[config.mk]
export PLATFORM = sky130hd
export DESIGN_NAME = rccm_mod
export DESIGN_NICKNAME = d
export VERILOG_FILES = /design/src/rtl/rccm_pkg.sv /design/src/rtl/rccm_mod.sv
export SDC_FILE = /design/constraint.sdc
export NUM_CORES = 2
export LEC_CHECK = 0
export BUFFER_PORTS_ARGS = -buffer_cell sky130_fd_sc_hd__buf_2
export CAP_MARGIN = 0
export CORE_MARGIN = 2
export CORE_UTILIZATION = 70
export CTS_BUF_LIST = sky130_fd_sc_hd__clkbuf_2
export DETAILED_ROUTE_END_ITERATION = 16
export GPL_TIMING_DRIVEN = 0
export PLACE_DENSITY = 0.88
export SLEW_MARGIN = 20
export SYNTH_ARGS = -nofsm -noshare
export SYNTH_HDL_FRONTEND = slang
export SYNTH_SLANG_ARGS = --single-unit
[constraint.sdc]
create_clock -name i_clk -period 91.8 [get_ports i_clk]
set_input_delay 4.59 -clock i_clk [delete_from_list [all_inputs] [get_ports i_clk]]
set_output_delay 4.59 -clock i_clk [all_outputs]
set_load 0.1 [all_outputs]
[src/rtl/rccm_pkg.sv]
// Shared constants, codes and pipeline payload types of the column texel mapper.
package rccm_pkg;

    localparam int SCR_H   = 480;
    localparam int AD_W    = $clog2(SCR_H + 1);
    localparam int NUM_W   = AD_W + 32;
    localparam int D_W     = AD_W + 32;
    localparam logic [NUM_W-1:0] WQ_NUM = NUM_W'(SCR_H) << 32;

    localparam int C_W     = 11;
    localparam int WN_W    = 28;
    localparam int WD_W    = 17;
    localparam int WQ_W    = 11;
    localparam int GP_W    = 48;
    localparam int HW      = GP_W / 2;
    localparam int FRAC    = 16;
    localparam int PQ_W    = 32 + C_W;
    localparam int TQ_W    = PQ_W - FRAC;
    localparam int MOD_STG = FRAC;
    localparam logic [C_W-1:0] CFG_RST = 11'd64;

    typedef enum logic [1:0] {
        CFG_FLOOR_W,
        CFG_FLOOR_H,
        CFG_CEIL_W,
        CFG_CEIL_H
    } t_cfg_idx;

    typedef enum logic [1:0] {
        SURF_WALL  = 2'd0,
        SURF_FLOOR = 2'd1,
        SURF_CEIL  = 2'd2
    } t_surf;

    typedef struct packed {
        logic [C_W-1:0] fw;
        logic [C_W-1:0] fh;
        logic [C_W-1:0] cw;
        logic [C_W-1:0] ch;
    } t_cfg;

    typedef struct packed {
        logic [9:0]  col;
        logic [9:0]  row;
        logic        is_floor;
        logic [9:0]  tex_u;
        logic        neg;
        logic        zero;
        logic [31:0] px;
        logic [31:0] py;
        logic [32:0] dx;
        logic [32:0] dy;
    } t_pl;

    typedef struct packed {
        logic [WN_W-1:0]  wrem;
        logic [WD_W-1:0]  wden;
        logic [WQ_W-1:0]  wq;
        logic [NUM_W-1:0] frem;
        logic [D_W-1:0]   fden;
        logic [NUM_W-1:0] fq;
    } t_dv;

    typedef struct packed {
        logic v;
        t_pl  pl;
        t_dv  dv;
    } t_dstg;

    typedef struct packed {
        logic                 v;
        logic [9:0]           col;
        logic [9:0]           row;
        logic                 is_floor;
        logic [9:0]           tex_u;
        logic [9:0]           wall_v;
        logic [3:0][TQ_W-1:0] rem;
    } t_mstg;

endpackage

[src/rtl/rccm_mod.sv]
// Pipelined modulo by texture size for the four floor and ceiling lanes.
module rccm_mod (
    input  logic            i_clk,
    input  logic            i_rst_n,
    input  logic            i_adv,
    input  rccm_pkg::t_cfg  i_cfg,
    input  rccm_pkg::t_mstg i_stg,
    output rccm_pkg::t_mstg o_stg
);
    localparam int MOD_STG = rccm_pkg::MOD_STG;
    localparam int TQ_W    = rccm_pkg::TQ_W;
    localparam int C_W     = rccm_pkg::C_W;

    logic [C_W-1:0]  w_size [4];
    rccm_pkg::t_mstg r_stg [MOD_STG];

    assign w_size[0] = i_cfg.fw;
    assign w_size[1] = i_cfg.fh;
    assign w_size[2] = i_cfg.cw;
    assign w_size[3] = i_cfg.ch;

    for (genvar k = 0; k < MOD_STG; k++) begin : g_stg
        localparam int SB = MOD_STG - 1 - k;
        rccm_pkg::t_mstg w_in, n_stg;
        logic [TQ_W-1:0] w_sz [4];

        if (k == 0) begin : g_first
            assign w_in = i_stg;
        end else begin : g_next
            assign w_in = r_stg[k-1];
        end

        always_comb begin
            n_stg = w_in;
            for (int l = 0; l < 4; l++) begin
                w_sz[l] = TQ_W'(w_size[l]) << SB;
                if (w_in.rem[l] >= w_sz[l]) begin
                    n_stg.rem[l] = w_in.rem[l] - w_sz[l];
                end
            end
        end

        always_ff @(posedge i_clk) begin
            if (!i_rst_n) begin
                r_stg[k].v <= 1'b0;
            end else if (i_adv) begin
                r_stg[k] <= n_stg;
            end
        end
    end

    assign o_stg = r_stg[MOD_STG-1];

endmodule

After elaboration in Yosys (flattened, before gate mapping)
Memories as Yosys holds them, arrays and structs flattened.
Cells that the tools add are included.

storage, ports and cells
  register bits = 0
  latch bits = 0
  memory bits (writable) = 2,400
  ROM bits = 0
  bits of input ports = 197
  output and inout port bits = 150
  logic and storage cells = 229
  memories = 1

memory list
  name   words  width  read ports  clocked after memory_dff  write ports  line            text
  r_stg  16     150    16          0                         16           rccm_mod.sv:15  rccm_pkg::t_mstg r_stg [MOD_STG];

operators by class
  $add $sub $neg = 64
  multipliers = 0
  div/mod/pow operators = 0
  order comparisons = 64
  equality and inequality tests = 0
  shift-type cells = 0
  mux-type cells = 84
  bitwise gates (word level) = 16
  reductions and logical operators = 0

operator list
  operator          number
  $mux W27          64
  $ge A27 B11 Y1    4
  $ge A27 B12 Y1    4
  $ge A27 B13 Y1    4
  $ge A27 B14 Y1    4
  $ge A27 B15 Y1    4
  $ge A27 B16 Y1    4
  $ge A27 B17 Y1    4
  $ge A27 B18 Y1    4
  $ge A27 B19 Y1    4
  $ge A27 B20 Y1    4
  $ge A27 B21 Y1    4
  $ge A27 B22 Y1    4
  $ge A27 B23 Y1    4
  $ge A27 B24 Y1    4
  $ge A27 B25 Y1    4
  $ge A27 B26 Y1    4
  $sub A27 B11 Y27  4
  $sub A27 B12 Y27  4
  $sub A27 B13 Y27  4
  $sub A27 B14 Y27  4
  $sub A27 B15 Y27  4
  $sub A27 B16 Y27  4
  $sub A27 B17 Y27  4
  other kinds (11)  72

Depth between registers and ports, before layout
  depth in word-level cells = 4
  gate-level depth with buffers = 14
  gate-level depth less buffers = 12

Least setup slack after synthesis
No wires, ideal clock.

  path kind = input -> register
  start point = input port i_rst_n
  end point = memory r_stg[0][0] in the netlist's numbering, enable pin
  library setup time = 3.097 ns
  arrival = 58.454 ns
  required time = 88.703 ns
  setup slack = 30.249 ns
  stages = 2
  path buffers = 1
  path through = clkbuf_1 -> and2_1

RTL lines
  element             line            text
  start: declaration  rccm_mod.sv:4   input logic i_rst_n,
  end: declaration    rccm_mod.sv:15

==> flow_metrics.env <==
export IMPL_status="finished, final reports clean"
export IMPL_syn2layout_area_growth_pct=9.03
export IMPL_ys_ff_latch=2400
export IMPL_cts_resized=0
export IMPL_grt_setup_unrepaired="no"
export IMPL_seq_area_sq_um=72100
export IMPL_routed_via_density=6.07
export IMPL_grt_usage=0.277
export IMPL_clock_sinks=2400
export IMPL_routed_wl_mm=247
export IMPL_detail_route_antenna_nets=0
export IMPL_largest_reg_flops=2400
export IMPL_path_max_fanout=16
export IMPL_port_buffers=346
export IMPL_syn_cell_area_sq_um=122000
export IMPL_hold_viol_final=0
export IMPL_worstPathArrival_ns=8.91
export IMPL_die_h_microns=421
export IMPL_clk_pin_slew_ns=0.10
export IMPL_hold_ws_ns=0.352
export IMPL_critPathLaunchType="input pin"
export IMPL_max_cap_violations=0
export IMPL_synth_top_cells_by_area="edfxtp_1 (59%), ha_1 (7.2%), xor2_1 (3.6%)"
export IMPL_slew_viol_final=0
export IMPL_top_regs="r_stg x2400"
export IMPL_clock_fmax_mhz=136
export IMPL_ctsHoldBuffers=0
export IMPL_synth_xor_xnor_area_share=0.0689
export IMPL_powerDensity_nw_per_um2=18.8
export IMPL_ys_types=85
export IMPL_fillerInstances=10600
export IMPL_clock_skew_ns=0.135
export IMPL_synth_mux_area_frac=0.0195
export IMPL_fin_nets=11700
export IMPL_drtIter0Drc=6593
export IMPL_clk_latency_ns=1.86
export IMPL_path_common_cell="nor4_1"
export IMPL_synth_top_family_by_area="simple AND/OR/NAND/NOR gates"
export IMPL_avgSynthCellArea_sq_um=12.5
export IMPL_yosysMostFrequentCell="edfxtp_1"
export IMPL_io_pin_count=347
export IMPL_critPathSlowestCell="clkinv_1"
export IMPL_core_area_sq_um=173000
export IMPL_wl_per_cell_microns=18.4
export IMPL_grt_overflow=0
export IMPL_wl_met3_mm=15.4
export IMPL_worst_ep_required_time_ns=93.34
export IMPL_period_needed_ns=7.37
export IMPL_dp_slack_ns=82.69
export IMPL_rows=153
export IMPL_gp_congestion=0.950
export IMPL_synth_simple_area_share=0.120
export IMPL_cp_cell_sequence="buf_2 > clkinv_1 > ha_1 > or4bb_1 > nor4_1 > nor4b_1 > or4b_2 > nor4_1 > nand2_1 > xnor2_1"
export IMPL_ys_flop_type="edfxtp_1"
export IMPL_synth_compound_area_frac=0.103
export IMPL_grt_pass1_wl_mm=402
export IMPL_setup_ws_ns=84.43
export IMPL_synth_commonest_cells="edfxtp_1 (2,399), nand2_1 (706), ha_1 (704)"
export IMPL_yosys_area_top_type="edfxtp_1"
export IMPL_worst_setup_path_end_kind="flop"
export IMPL_hold_path_class="reg2reg"
export IMPL_cts_tree="done"
export IMPL_antenna_found_initial=25
export IMPL_wl_met2_mm=122
export IMPL_setup_viol=0
export IMPL_synth_seq_area_share=0.591
export IMPL_drc=0
export IMPL_synth_top_cell_area_share=0.591
export IMPL_min_period_over_period=0.0803
export IMPL_top_layer_used="met5"
export IMPL_vias=81700
export IMPL_yosysWarnings=0
export IMPL_slowest_delay_ns=0.83
export IMPL_wl_met1_mm=98.6
export IMPL_synth_edf_count=2399
export IMPL_top_register="r_stg"
export IMPL_synth_fa_ha_area_frac=0.0828
export IMPL_setup_tns_ns=0
export IMPL_syn_nets=10700
export IMPL_htree_levels=6
export IMPL_dp_hpwl_mm=180
export IMPL_synthArstFlopShare=0
export IMPL_grt_pass1_vias=82100
export IMPL_max_slew_margin_rel=0.162
export IMPL_fp_dieArea_sq_um=178000
export IMPL_chipWidth_microns=421
export IMPL_clockBufferDepth=4
export IMPL_tightestPinTransition_ns=1.26
export IMPL_post_cts_repair_setup_buffers=0
export IMPL_grt_max_degree=67
export IMPL_p_leak_nw=49.4
export IMPL_cts_buffers=594
export IMPL_synth_cells=9738
export IMPL_multi_input_area_sq_um=48100
export IMPL_critPathKind="in2reg"
export IMPL_layout_drive_gt1_share=0.140
export IMPL_initial_core_util=0.703
export IMPL_root_buffer="clkbuf_2"
export IMPL_ir_worst_vdd_uv=19.4
export IMPL_drt_first_pass_iters=8
-- stage by stage --
step | power [mW] | instance area (sq um) | std cells | util
6_report | 2.49 | 133000 | 13500 | 0.766
5_1_grt | 2.63 | 133000 | 13500 | 0.766
4_1_cts | 2.51 | 133000 | 13500 | 0.766
3_5_place_dp | 1.83 | 128000 | 12500 | 0.737
3_3_place_gp | 1.95 | 127000 | 12400 | 0.730
2_1_floorplan | 1.83 | 122000 | 9738 | -
-- routing by layer --
metal | up-vias | track usage
met1 | 38400 | 0.339
met4 | 24 | 0.138
li1 | 39400 | -
met5 | - | 0
met2 | 3193 | 0.475
met3 | 744 | 0.0517
-- worst paths after layout --
kind                       start             to  slack, ns  cells after the start
setup / recovery       i_cfg[35]  r_stg[1][621]      84.43                     10
hold / removal     r_stg[0][537]  r_stg[0][687]       0.35                      0
setup reg to reg  r_stg[0][1057]    r_stg[1][8]      87.79                     11
hold reg to reg    r_stg[0][537]  r_stg[0][687]       0.35                      0
-- layout make-up --
| cell class | instances | share of cell area |
|---|---|---|
| plain buffers | 159 | 0.00477 |
| multi-input cells | 6861 | 0.362 |
| well taps | 2325 | 0.0219 |
| clock buffers | 834 | 0.0314 |
| repair buffers | 394 | 0.0221 |
| flip-flops and latches | 2400 | 0.542 |
| diodes | 14 | 0.000264 |
| inverters | 318 | 0.00898 |
| clock inverters | 163 | 0.00696 |
-- worst max-delay path, delay by kind of cell --
kind	cells	cell delay [ns]
AND/OR/NAND/NOR	6	2.47
buffers and inverters	2	0.91
adder cells (fa/ha/maj)	1	0.77
XOR/XNOR	1	0.16
-- cell usage in the layout, fill, tap and decap left out, types with 53 or more instances in the layout --
master,instances
or3_1,113
nand4_1,85
edfxtp_1,2399
clkinv_1,111
clkbuf_2,834
nand2b_1,129
o31ai_1,66
nor2b_1,114
a211oi_1,62
clkbuf_1,148
buf_2,350
and3_1,57
o21a_1,118
nand3_1,153
fa_1,64
mux2_2,174
a21o_1,218
nor2_1,700
xor2_1,503
ha_1,704
or4_1,88
a21oi_1,536
o21bai_1,76
inv_1,299
nor4_1,215
a31oi_1,53
xnor2_1,456
o21ai_0,611
nand2_1,706
nor3_1,292
-- cells by family (layout without fill, tap and decap cells) --
kind of cell	after synthesis	in the layout
AO/OA/AOI/OAI	2023	2023
XOR/XNOR	959	959
adder cells (fa/ha/maj)	768	768
buffers and inverters	477	1868
flip-flops	2400	2400
multiplexers	216	216
other	0	14
AND/OR/NAND/NOR	2895	2895
-- report_power, final --
group	switching [mW]	internal, mW	leakage [nW]
logic	0.281	0.190	22.9
registers	0.0418	1.30	22.5
clock network	0.404	0.271	3.94
total	0.727	1.77	49.4
Note: power is estimated with default switching activity, not from simulation.
