$ cat src/rtl/rccm_pkg.sv
// Shared constants, codes and pipeline payload types of the column texel mapper.
package rccm_pkg;

    localparam int SCR_H   = 480;
    localparam int AD_W    = $clog2(SCR_H + 1);
    localparam int NUM_W   = AD_W + 32;
    localparam int D_W     = AD_W + 32;
    localparam logic [NUM_W-1:0] WQ_NUM = NUM_W'(SCR_H) << 32;

    localparam int C_W     = 11;
    localparam int WN_W    = 28;
    localparam int WD_W    = 17;
    localparam int WQ_W    = 11;
    localparam int GP_W    = 48;
    localparam int HW      = GP_W / 2;
    localparam int FRAC    = 16;
    localparam int PQ_W    = 32 + C_W;
    localparam int TQ_W    = PQ_W - FRAC;
    localparam int MOD_STG = FRAC;
    localparam logic [C_W-1:0] CFG_RST = 11'd64;

    typedef enum logic [1:0] {
        CFG_FLOOR_W,
        CFG_FLOOR_H,
        CFG_CEIL_W,
        CFG_CEIL_H
    } t_cfg_idx;

    typedef enum logic [1:0] {
        SURF_WALL  = 2'd0,
        SURF_FLOOR = 2'd1,
        SURF_CEIL  = 2'd2
    } t_surf;

    typedef struct packed {
        logic [C_W-1:0] fw;
        logic [C_W-1:0] fh;
        logic [C_W-1:0] cw;
        logic [C_W-1:0] ch;
    } t_cfg;

    typedef struct packed {
        logic [9:0]  col;
        logic [9:0]  row;
        logic        is_floor;
        logic [9:0]  tex_u;
        logic        neg;
        logic        zero;
        logic [31:0] px;
        logic [31:0] py;
        logic [32:0] dx;
        logic [32:0] dy;
    } t_pl;

    typedef struct packed {
        logic [WN_W-1:0]  wrem;
        logic [WD_W-1:0]  wden;
        logic [WQ_W-1:0]  wq;
        logic [NUM_W-1:0] frem;
        logic [D_W-1:0]   fden;
        logic [NUM_W-1:0] fq;
    } t_dv;

    typedef struct packed {
        logic v;
        t_pl  pl;
        t_dv  dv;
    } t_dstg;

    typedef struct packed {
        logic                 v;
        logic [9:0]           col;
        logic [9:0]           row;
        logic                 is_floor;
        logic [9:0]           tex_u;
        logic [9:0]           wall_v;
        logic [3:0][TQ_W-1:0] rem;
    } t_mstg;

endpackage

$ cat src/rtl/rccm_if.sv
// Request and result channel interfaces of the column texel mapper.
interface rccm_req_if;
    logic        valid;
    logic        ready;
    logic [9:0]  screen_col;
    logic [9:0]  screen_row;
    logic        wall_textured;
    logic [15:0] wall_height;
    logic [9:0]  wall_tex_u;
    logic [10:0] wall_tex_height;
    logic [31:0] ray_distance;
    logic [31:0] floor_hit_x;
    logic [31:0] floor_hit_y;
    logic [31:0] viewer_x;
    logic [31:0] viewer_y;

    modport source (
        output valid, screen_col, screen_row, wall_textured, wall_height, wall_tex_u,
               wall_tex_height, ray_distance, floor_hit_x, floor_hit_y, viewer_x, viewer_y,
        input  ready
    );
    modport sink (
        input  valid, screen_col, screen_row, wall_textured, wall_height, wall_tex_u,
               wall_tex_height, ray_distance, floor_hit_x, floor_hit_y, viewer_x, viewer_y,
        output ready
    );
endinterface


$ cat src/rtl/rccm_front.sv
// Front stages: wall span classification, wall numerator and floor denominator products.
module rccm_front (
    input  logic              i_clk,
    input  logic              i_rst_n,
    input  logic              i_adv,
    rccm_req_if.sink          i_req,
    output rccm_pkg::t_dstg   o_stg
);
    localparam int SH   = rccm_pkg::SCR_H;
    localparam int AD_W = rccm_pkg::AD_W;
    localparam int D_W  = rccm_pkg::D_W;
    localparam int WN_W = rccm_pkg::WN_W;

    logic signed [18:0] w_hs, w_s, w_half, w_endr, w_start, w_end, w_row;
    logic               w_wall, w_floor, w_keep;

    logic        r_a_v;
    logic [9:0]  r_a_col, r_a_row, r_a_tex_u;
    logic        r_a_floor;
    logic [15:0] r_a_h;
    logic [10:0] r_a_th;
    logic [31:0] r_a_dist, r_a_fx, r_a_fy, r_a_px, r_a_py;

    logic signed [18:0] w_base, w_d;
    logic [AD_W-1:0]    w_ad;
    logic [WN_W-1:0]    w_wnum;
    rccm_pkg::t_dstg    n_b, r_b;

    assign i_req.ready = i_adv;

    always_comb begin
        w_hs    = $signed({3'b000, i_req.wall_height});
        w_s     = $signed(19'(SH)) - w_hs;
        // halve toward zero
        w_half  = w_s[18] ? ((w_s + 19'sd1) >>> 1) : (w_s >>> 1);
        w_endr  = w_half + w_hs;
        w_start = w_half[18] ? 19'sd0 : w_half;
        w_end   = (w_endr > $signed(19'(SH - 1))) ? $signed(19'(SH - 1)) : w_endr;
        w_row   = $signed({9'b0, i_req.screen_row});
        w_wall  = (w_row >= w_start) && (w_row < w_end);
        w_floor = !w_wall && (w_row >= w_end);
        w_keep  = i_req.wall_textured && (w_row < $signed(19'(SH))) && (w_wall || w_floor);
    end

    always_ff @(posedge i_clk) begin
        if (!i_rst_n) begin
            r_a_v <= 1'b0;
        end else if (i_adv) begin
            r_a_v <= i_req.valid && w_keep;
        end
    end

    always_ff @(posedge i_clk) begin
        if (i_adv) begin
            r_a_col   <= i_req.screen_col;
            r_a_row   <= i_req.screen_row;
            r_a_tex_u <= i_req.wall_tex_u;
            r_a_floor <= w_floor;
            r_a_h     <= i_req.wall_height;
            r_a_th    <= i_req.wall_tex_height;
            r_a_dist  <= i_req.ray_distance;
            r_a_fx    <= i_req.floor_hit_x;
            r_a_fy    <= i_req.floor_hit_y;
            r_a_px    <= i_req.viewer_x;
            r_a_py    <= i_req.viewer_y;
        end
    end

    always_comb begin
        w_base = $signed({8'b0, r_a_row, 1'b0}) - $signed(19'(SH)) + $signed({3'b000, r_a_h});
        w_d    = $signed({8'b0, r_a_row, 1'b0}) - $signed(19'(SH));
        w_ad   = w_d[18] ? AD_W'(-w_d) : AD_W'(w_d);
        w_wnum = (w_base > 19'sd0) ? (WN_W'(w_base[16:0]) * WN_W'(r_a_th)) : '0;

        n_b             = '0;
        n_b.v           = r_a_v;
        n_b.pl.col      = r_a_col;
        n_b.pl.row      = r_a_row;
        n_b.pl.is_floor = r_a_floor;
        n_b.pl.tex_u    = r_a_tex_u;
        n_b.pl.neg      = w_d[18];
        n_b.pl.zero     = (w_ad == '0) || (r_a_dist == '0);
        n_b.pl.px       = r_a_px;
        n_b.pl.py       = r_a_py;
        n_b.pl.dx       = {1'b0, r_a_fx} - {1'b0, r_a_px};
        n_b.pl.dy       = {1'b0, r_a_fy} - {1'b0, r_a_py};
        n_b.dv.wrem     = w_wnum;
        n_b.dv.wden     = {r_a_h, 1'b0};
        n_b.dv.fden     = D_W'(w_ad) * D_W'(r_a_dist);
    end

    always_ff @(posedge i_clk) begin
        if (!i_rst_n) begin
            r_b.v <= 1'b0;
        end else if (i_adv) begin
            r_b <= n_b;
        end
    end

    assign o_stg = r_b;

endmodule

$ cat src/flat_wrapper.sv
// flat-port wrapper written by rule: the top's interface ports become plain ports
module rccm_front_flat 
  (i_clk, i_rst_n, i_adv, o_stg, i_req_valid, i_req_screen_col, i_req_screen_row, i_req_wall_textured, i_req_wall_height, i_req_wall_tex_u, i_req_wall_tex_height, i_req_ray_distance, i_req_floor_hit_x, i_req_floor_hit_y, i_req_viewer_x, i_req_viewer_y, i_req_ready);
  rccm_req_if i_req_i ();
  input  logic i_clk;
  input  logic i_rst_n;
  input  logic i_adv;
  output rccm_pkg::t_dstg o_stg;
  input wire logic [$bits(i_req_i.valid)-1:0] i_req_valid;
  input wire logic [$bits(i_req_i.screen_col)-1:0] i_req_screen_col;
  input wire logic [$bits(i_req_i.screen_row)-1:0] i_req_screen_row;
  input wire logic [$bits(i_req_i.wall_textured)-1:0] i_req_wall_textured;
  input wire logic [$bits(i_req_i.wall_height)-1:0] i_req_wall_height;
  input wire logic [$bits(i_req_i.wall_tex_u)-1:0] i_req_wall_tex_u;
  input wire logic [$bits(i_req_i.wall_tex_height)-1:0] i_req_wall_tex_height;
  input wire logic [$bits(i_req_i.ray_distance)-1:0] i_req_ray_distance;
  input wire logic [$bits(i_req_i.floor_hit_x)-1:0] i_req_floor_hit_x;
  input wire logic [$bits(i_req_i.floor_hit_y)-1:0] i_req_floor_hit_y;
  input wire logic [$bits(i_req_i.viewer_x)-1:0] i_req_viewer_x;
  input wire logic [$bits(i_req_i.viewer_y)-1:0] i_req_viewer_y;
  output wire logic [$bits(i_req_i.ready)-1:0] i_req_ready;
  assign i_req_i.valid = i_req_valid;
  assign i_req_i.screen_col = i_req_screen_col;
  assign i_req_i.screen_row = i_req_screen_row;
  assign i_req_i.wall_textured = i_req_wall_textured;
  assign i_req_i.wall_height = i_req_wall_height;
  assign i_req_i.wall_tex_u = i_req_wall_tex_u;
  assign i_req_i.wall_tex_height = i_req_wall_tex_height;
  assign i_req_i.ray_distance = i_req_ray_distance;
  assign i_req_i.floor_hit_x = i_req_floor_hit_x;
  assign i_req_i.floor_hit_y = i_req_floor_hit_y;
  assign i_req_i.viewer_x = i_req_viewer_x;
  assign i_req_i.viewer_y = i_req_viewer_y;
  assign i_req_ready = i_req_i.ready;
  rccm_front u_core (.i_clk(i_clk), .i_rst_n(i_rst_n), .i_adv(i_adv), .i_req(i_req_i), .o_stg(o_stg));
endmodule
$ cat config.mk
export PLATFORM = sky130hd
export DESIGN_NAME = rccm_front_flat
export DESIGN_NICKNAME = d
export VERILOG_FILES = /design/src/rtl/rccm_pkg.sv /design/src/rtl/rccm_if.sv /design/src/rtl/rccm_front.sv /design/src/flat_wrapper.sv
export SDC_FILE = /design/constraint.sdc
export NUM_CORES = 2
export LEC_CHECK = 0
export BUFFER_PORTS_ARGS = -buffer_cell sky130_fd_sc_hd__buf_2
export CORE_ASPECT_RATIO = 1.2
export CORE_MARGIN = 3
export CORE_UTILIZATION = 59
export DETAILED_ROUTE_END_ITERATION = 16
export GPL_ROUTABILITY_DRIVEN = 0
export PLACE_DENSITY = 0.8
export SYNTH_ARGS = -nofsm -noshare
export SYNTH_HDL_FRONTEND = slang
export SYNTH_SLANG_ARGS = --single-unit
$ cat constraint.sdc
create_clock -name i_clk -period 10.5 [get_ports i_clk]
set_input_delay 1.575 -clock i_clk [delete_from_list [all_inputs] [get_ports i_clk]]
set_output_delay 1.575 -clock i_clk [all_outputs]
set_load 0.1 [all_outputs]
# == Word level (Yosys, flattened, before mapping) ==
# Index checks and enable logic that the tools add are counted.
# word_totals
word_cells,57
in_bits,222
regBits,468
# op_classes
add_sub_neg,8
reduce_logical,11
mux,4
n_mul,2
order_cmp,6
# ops
op,count
$sub A32 B32 Y33,2
$mul A9 B32 Y41,1
$ge A11 B19 Y1,2
$mux W19,2
$logic_not A32 Y1,1
$mul A17 B11 Y28,1
$add A19 B17 Y19,1
$add A19 B2 Y19 const B,1
$gt A19 B1 Y1 const B,1
$gt A19 B10 Y1 const B,1
$lt A11 B19 Y1,1
$add A12 B17 Y18,1
$mux W18,1
$sub A9 B16 Y17 const A,1
$sub A11 B9 Y12 const B,1
$lt A10 B9 Y1 const B,1
$logic_not A9 Y1,1
$mux W9,1
$neg A9 Y9,1
$logic_and A1 B1 Y1,5
$logic_or A1 B1 Y1,2
$reduce_and A2 Y1,1
$logic_not A1 Y1,1

# == Depth between registers and ports, before layout ==
# logic_depth
depth_word,13
depth_mapped,32

# == Least setup slack after synthesis ==
# OpenSTA, ideal clock, no wires.
# synth_timing
path_type,input -> register
from,input port i_adv
to,register u_core.r_b (netlist bit u_core.o_stg[135]) (enable)
required_ns,9.862
n_path_buf,0
arrival_time_ns,7.160
path_slack_ns,2.702
cell_stages,1
setup_time_ns,0.638
path_cell_list,and2_1
# synth_via
elab_chain_cells,1
# synth_rtl
element,line,source
"start, declared",flat_wrapper.sv:7,input logic i_adv;
$reduce_and A2 Y1 (no source line),--,
"end signal, assigned",rccm_front.sv:96,r_b <= n_b;
"end, declared",rccm_front.sv:27,"rccm_pkg::t_dstg n_b, r_b;"
# No other way between the ends.
# A chain may end at the register's enable or synchronous reset.

==> impl_metrics.json <==
{
  "fp-row-count": 97,
  "seq_area_sq_um": 14000,
  "max_stage_delay_ns": 0.80,
  "fin_util_pct": 67.8,
  "final_layout_size_suffix_gt1_share_pct": 16.3,
  "grt_pass1_wl_microns": 136000,
  "fin_crit_ns": 8.74,
  "overflow": 0,
  "detailed_place_hpwl_microns": 66200,
  "dieArea_sq_um": 63000,
  "area.growth.synth_to_final_pct": 12.7,
  "dieWidth_microns": 230,
  "worst-r2r-cell-count": 28,
  "multi_input_area_sq_um": 19000,
  "cts-htree-levels": 2,
  "track_usage_pct": 27.5,
  "finalCritPeriodShare_pct": 83.2,
  "rrSetupSlack_ns": 1.76,
  "numClockSinks": 467,
  "synth_edf_count": 465,
  "antenna_found_initial": 13,
  "syn_inst": 3176,
  "endpoint": "u_core.o_stg[178]",
  "startpoint_type": "register",
  "setup_viol": 0,
  "cts_buffer_depth": 3,
  "cp_data_arrival_time_ns": 9.04,
  "hp-class": "register to register",
  "drtAntennaViolNets": 0,
  "skew_ns": 0.0145,
  "dieHeight_microns": 274,
  "grt_setup_unrepaired": "false",
  "r2r_end": "u_core.o_stg[178]",
  "criticalPathCategory": "register to register",
  "syn-cell-area_sq_um": 35400,
  "ys_async_sr_fraction_pct": 0,
  "hold_depth": 0,
  "finalNonFillerCells": 4475,
  "crit-reg2reg-launch": "u_core.r_a_row[4]",
  "layout.nets": 4460,
  "cp-startpoint": "u_core.r_a_row[4]",
  "clk_latency_ns": 0.61,
  "drc": 0,
  "yosys_warnings": 0,
  "grt_max_degree": 161,
  "cts_tree": "yes",
  "crit_path_frequent_cell": "fa_1",
  "cts-root-buf": "clkbuf_16",
  "cp_max_fo": 12,
  "port_buffers": 470,
  "hold_viol": 0,
  "coreArea_sq_um": 58900,
  "cp.required_ns": 10.81,
  "fmax_mhz": 114,
  "synth_seq_cells": 467,
  "cts_buffers": 49,
  "ios": 566,
  "grt_pass1_vias": 26100,
  "status": "finished clean",
  "vias": 24700,
  "path_clk_slew_ns": 0.06,
  "cts_resized": 0,
  "worst_pin_slew_ns": 1.12,
  "ys.flop_type": "edfxtp_1",
  "fin_setup_tns_ns": 0,
  "firstDrtPassIters": 6,
  "drv_cap": 0,
  "endpoint_kind": "register",
  "yosysSeqAreaShare_pct": 39.5,
  "syn_area_per_cell_sq_um": 11.2,
  "num-fill-cells": 4339,
  "cts_setup_buffers": 0,
  "cts_hold_buf": 0,
  "start_util_pct": 60.2,
  "drt_first_iter_violations": 1647,
  "wire_per_inst_microns": 19.3,
  "slew_headroom_pct": 25.5,
  "routed_wl_microns": 86400,
  "placed_cells": 4384,
  "drv_slew": 0,
  "synth_cell_types": 83,
  "via_per_inst": 5.51,
  "critPathSlowestCell": "xnor2_1"
}
[layout make-up]
class	instances	area share, %
Clock inverter	30	0.799
Inverter	466	4.38
Timing Repair Buffer	492	6.36
Clock buffer	54	3.12
Tap cell	792	2.48
Sequential cell	467	35.1
Multi-Input combinational cell	2167	47.7
Antenna cell	7	0.0439
[Yosys cell counts, types with 5 or more instances]
cell type	count	area (sq um)
nand2_1	286	1070
buf_4	96	721
nand4_1	21	131
nor3b_1	5	37.5
and4_1	7	61.3
xor2_1	47	412
xnor2_1	107	937
nor2b_1	118	738
o21a_1	23	173
nand2b_1	28	175
edfxtp_1	465	14000
a21boi_0	9	67.6
a21oi_1	125	626
inv_1	465	1750
a31oi_1	18	113
o41ai_1	5	43.8
fa_1	319	6390
nor4_1	17	106
nand3_1	32	160
a2111oi_0	7	61.3
o31a_1	5	43.8
a21o_1	51	383
nor3_1	34	170
nor2_1	129	484
and3_1	12	75.1
or3_1	7	43.8
ha_1	276	3450
o21bai_1	20	150
o21ai_0	79	395
o31ai_1	12	90.1
a211oi_1	16	120
and2_1	149	932
or4_1	6	45.0
o211ai_1	10	75.1
clkbuf_1	70	263
or2_2	10	62.6
[metrics by stage]
step	setup slack, ns	instance area, sq um	hold WS, ns
after floorplan	2.70	35800	0.400
after global placement	2.25	38300	0.400
final	1.76	39900	0.413
after global routing	1.25	39900	0.426
after CTS	1.90	39900	0.416
after detailed placement	1.93	38300	0.405
[worst min-delay path by stage]
stage / startpoint / to
2_1_floorplan: u_core.r_a_tex_u[0] / u_core.o_stg[311]
3_3_place_gp: u_core.r_a_tex_u[5] / u_core.o_stg[316]
3_5_place_dp: u_core.r_a_tex_u[0] / u_core.o_stg[311]
4_1_cts: u_core.r_a_col[2] / u_core.o_stg[334]
5_1_grt: u_core.r_a_tex_u[7] / u_core.o_stg[318]
6_report: u_core.r_a_col[2] / u_core.o_stg[334]
[state kept, by name, summed over array words and instances, names as in the netlist]
signal	cells
u_core.r_a_px	32
u_core.r_a_col	10
u_core.r_a_fx	32
u_core.r_a_py	32
u_core.r_a_floor	1
u_core.r_a_v	1
u_core.r_a_h	16
u_core.r_a_tex_u	10
u_core.r_a_row	10
u_core.r_a_th	11
u_core.r_a_fy	32
u_core.o_stg	248
u_core.r_a_dist	32
[placed cells by master (no fill, tap or decap), types with 16 or more instances in the layout]
cell type / count
a211oi_1: 16
a21o_1: 51
a21oi_1: 125
a31oi_1: 18
and2_1: 148
buf_2: 469
buf_4: 21
clkbuf_16: 49
conb_1: 96
edfxtp_1: 465
fa_1: 319
ha_1: 276
inv_1: 465
nand2_1: 286
nand2b_1: 28
nand3_1: 32
nand4_1: 21
nor2_1: 129
nor2b_1: 118
nor3_1: 34
nor4_1: 17
o21a_1: 23
o21ai_0: 79
o21bai_1: 20
xnor2_1: 103
xor2_1: 45
[metal layers]
metal  up-vias  routed length (microns)  part of all wire [%]  track usage [%]
met5         -                       99                  0.11                0
met1     12100                    31200                    36             31.5
li1      11400                        -                     -                -
met2       899                    44500                    51             49.2
met3       211                     7120                   8.2             6.96
met4        14                     3540                   4.1             10.9
[worst max-delay path: cells and delay by family (launching register included)]
kind	cells	cell delay, ns
adders and majority gates	8	3.71
AOI/OAI and AO/OA	11	1.93
and+or+nand+nor	6	0.91
xor gates and xnor gates	1	0.80
DFF	1	0.59
buffers and inverters	2	0.52
[logic make-up after synthesis]
group	synth area share, %
AO/OA/AOI/OAI	8.02
XOR/XNOR	3.88
adder cells (fa/ha/maj)	27.8
buffers and inverters	7.84
flip-flops	39.5
multiplexers	0.145
other	0.0212
AND/OR/NAND/NOR	12.8
Power is not shown: default switching activity piles up to over one toggle a cycle in this logic, so the estimate is an artifact.
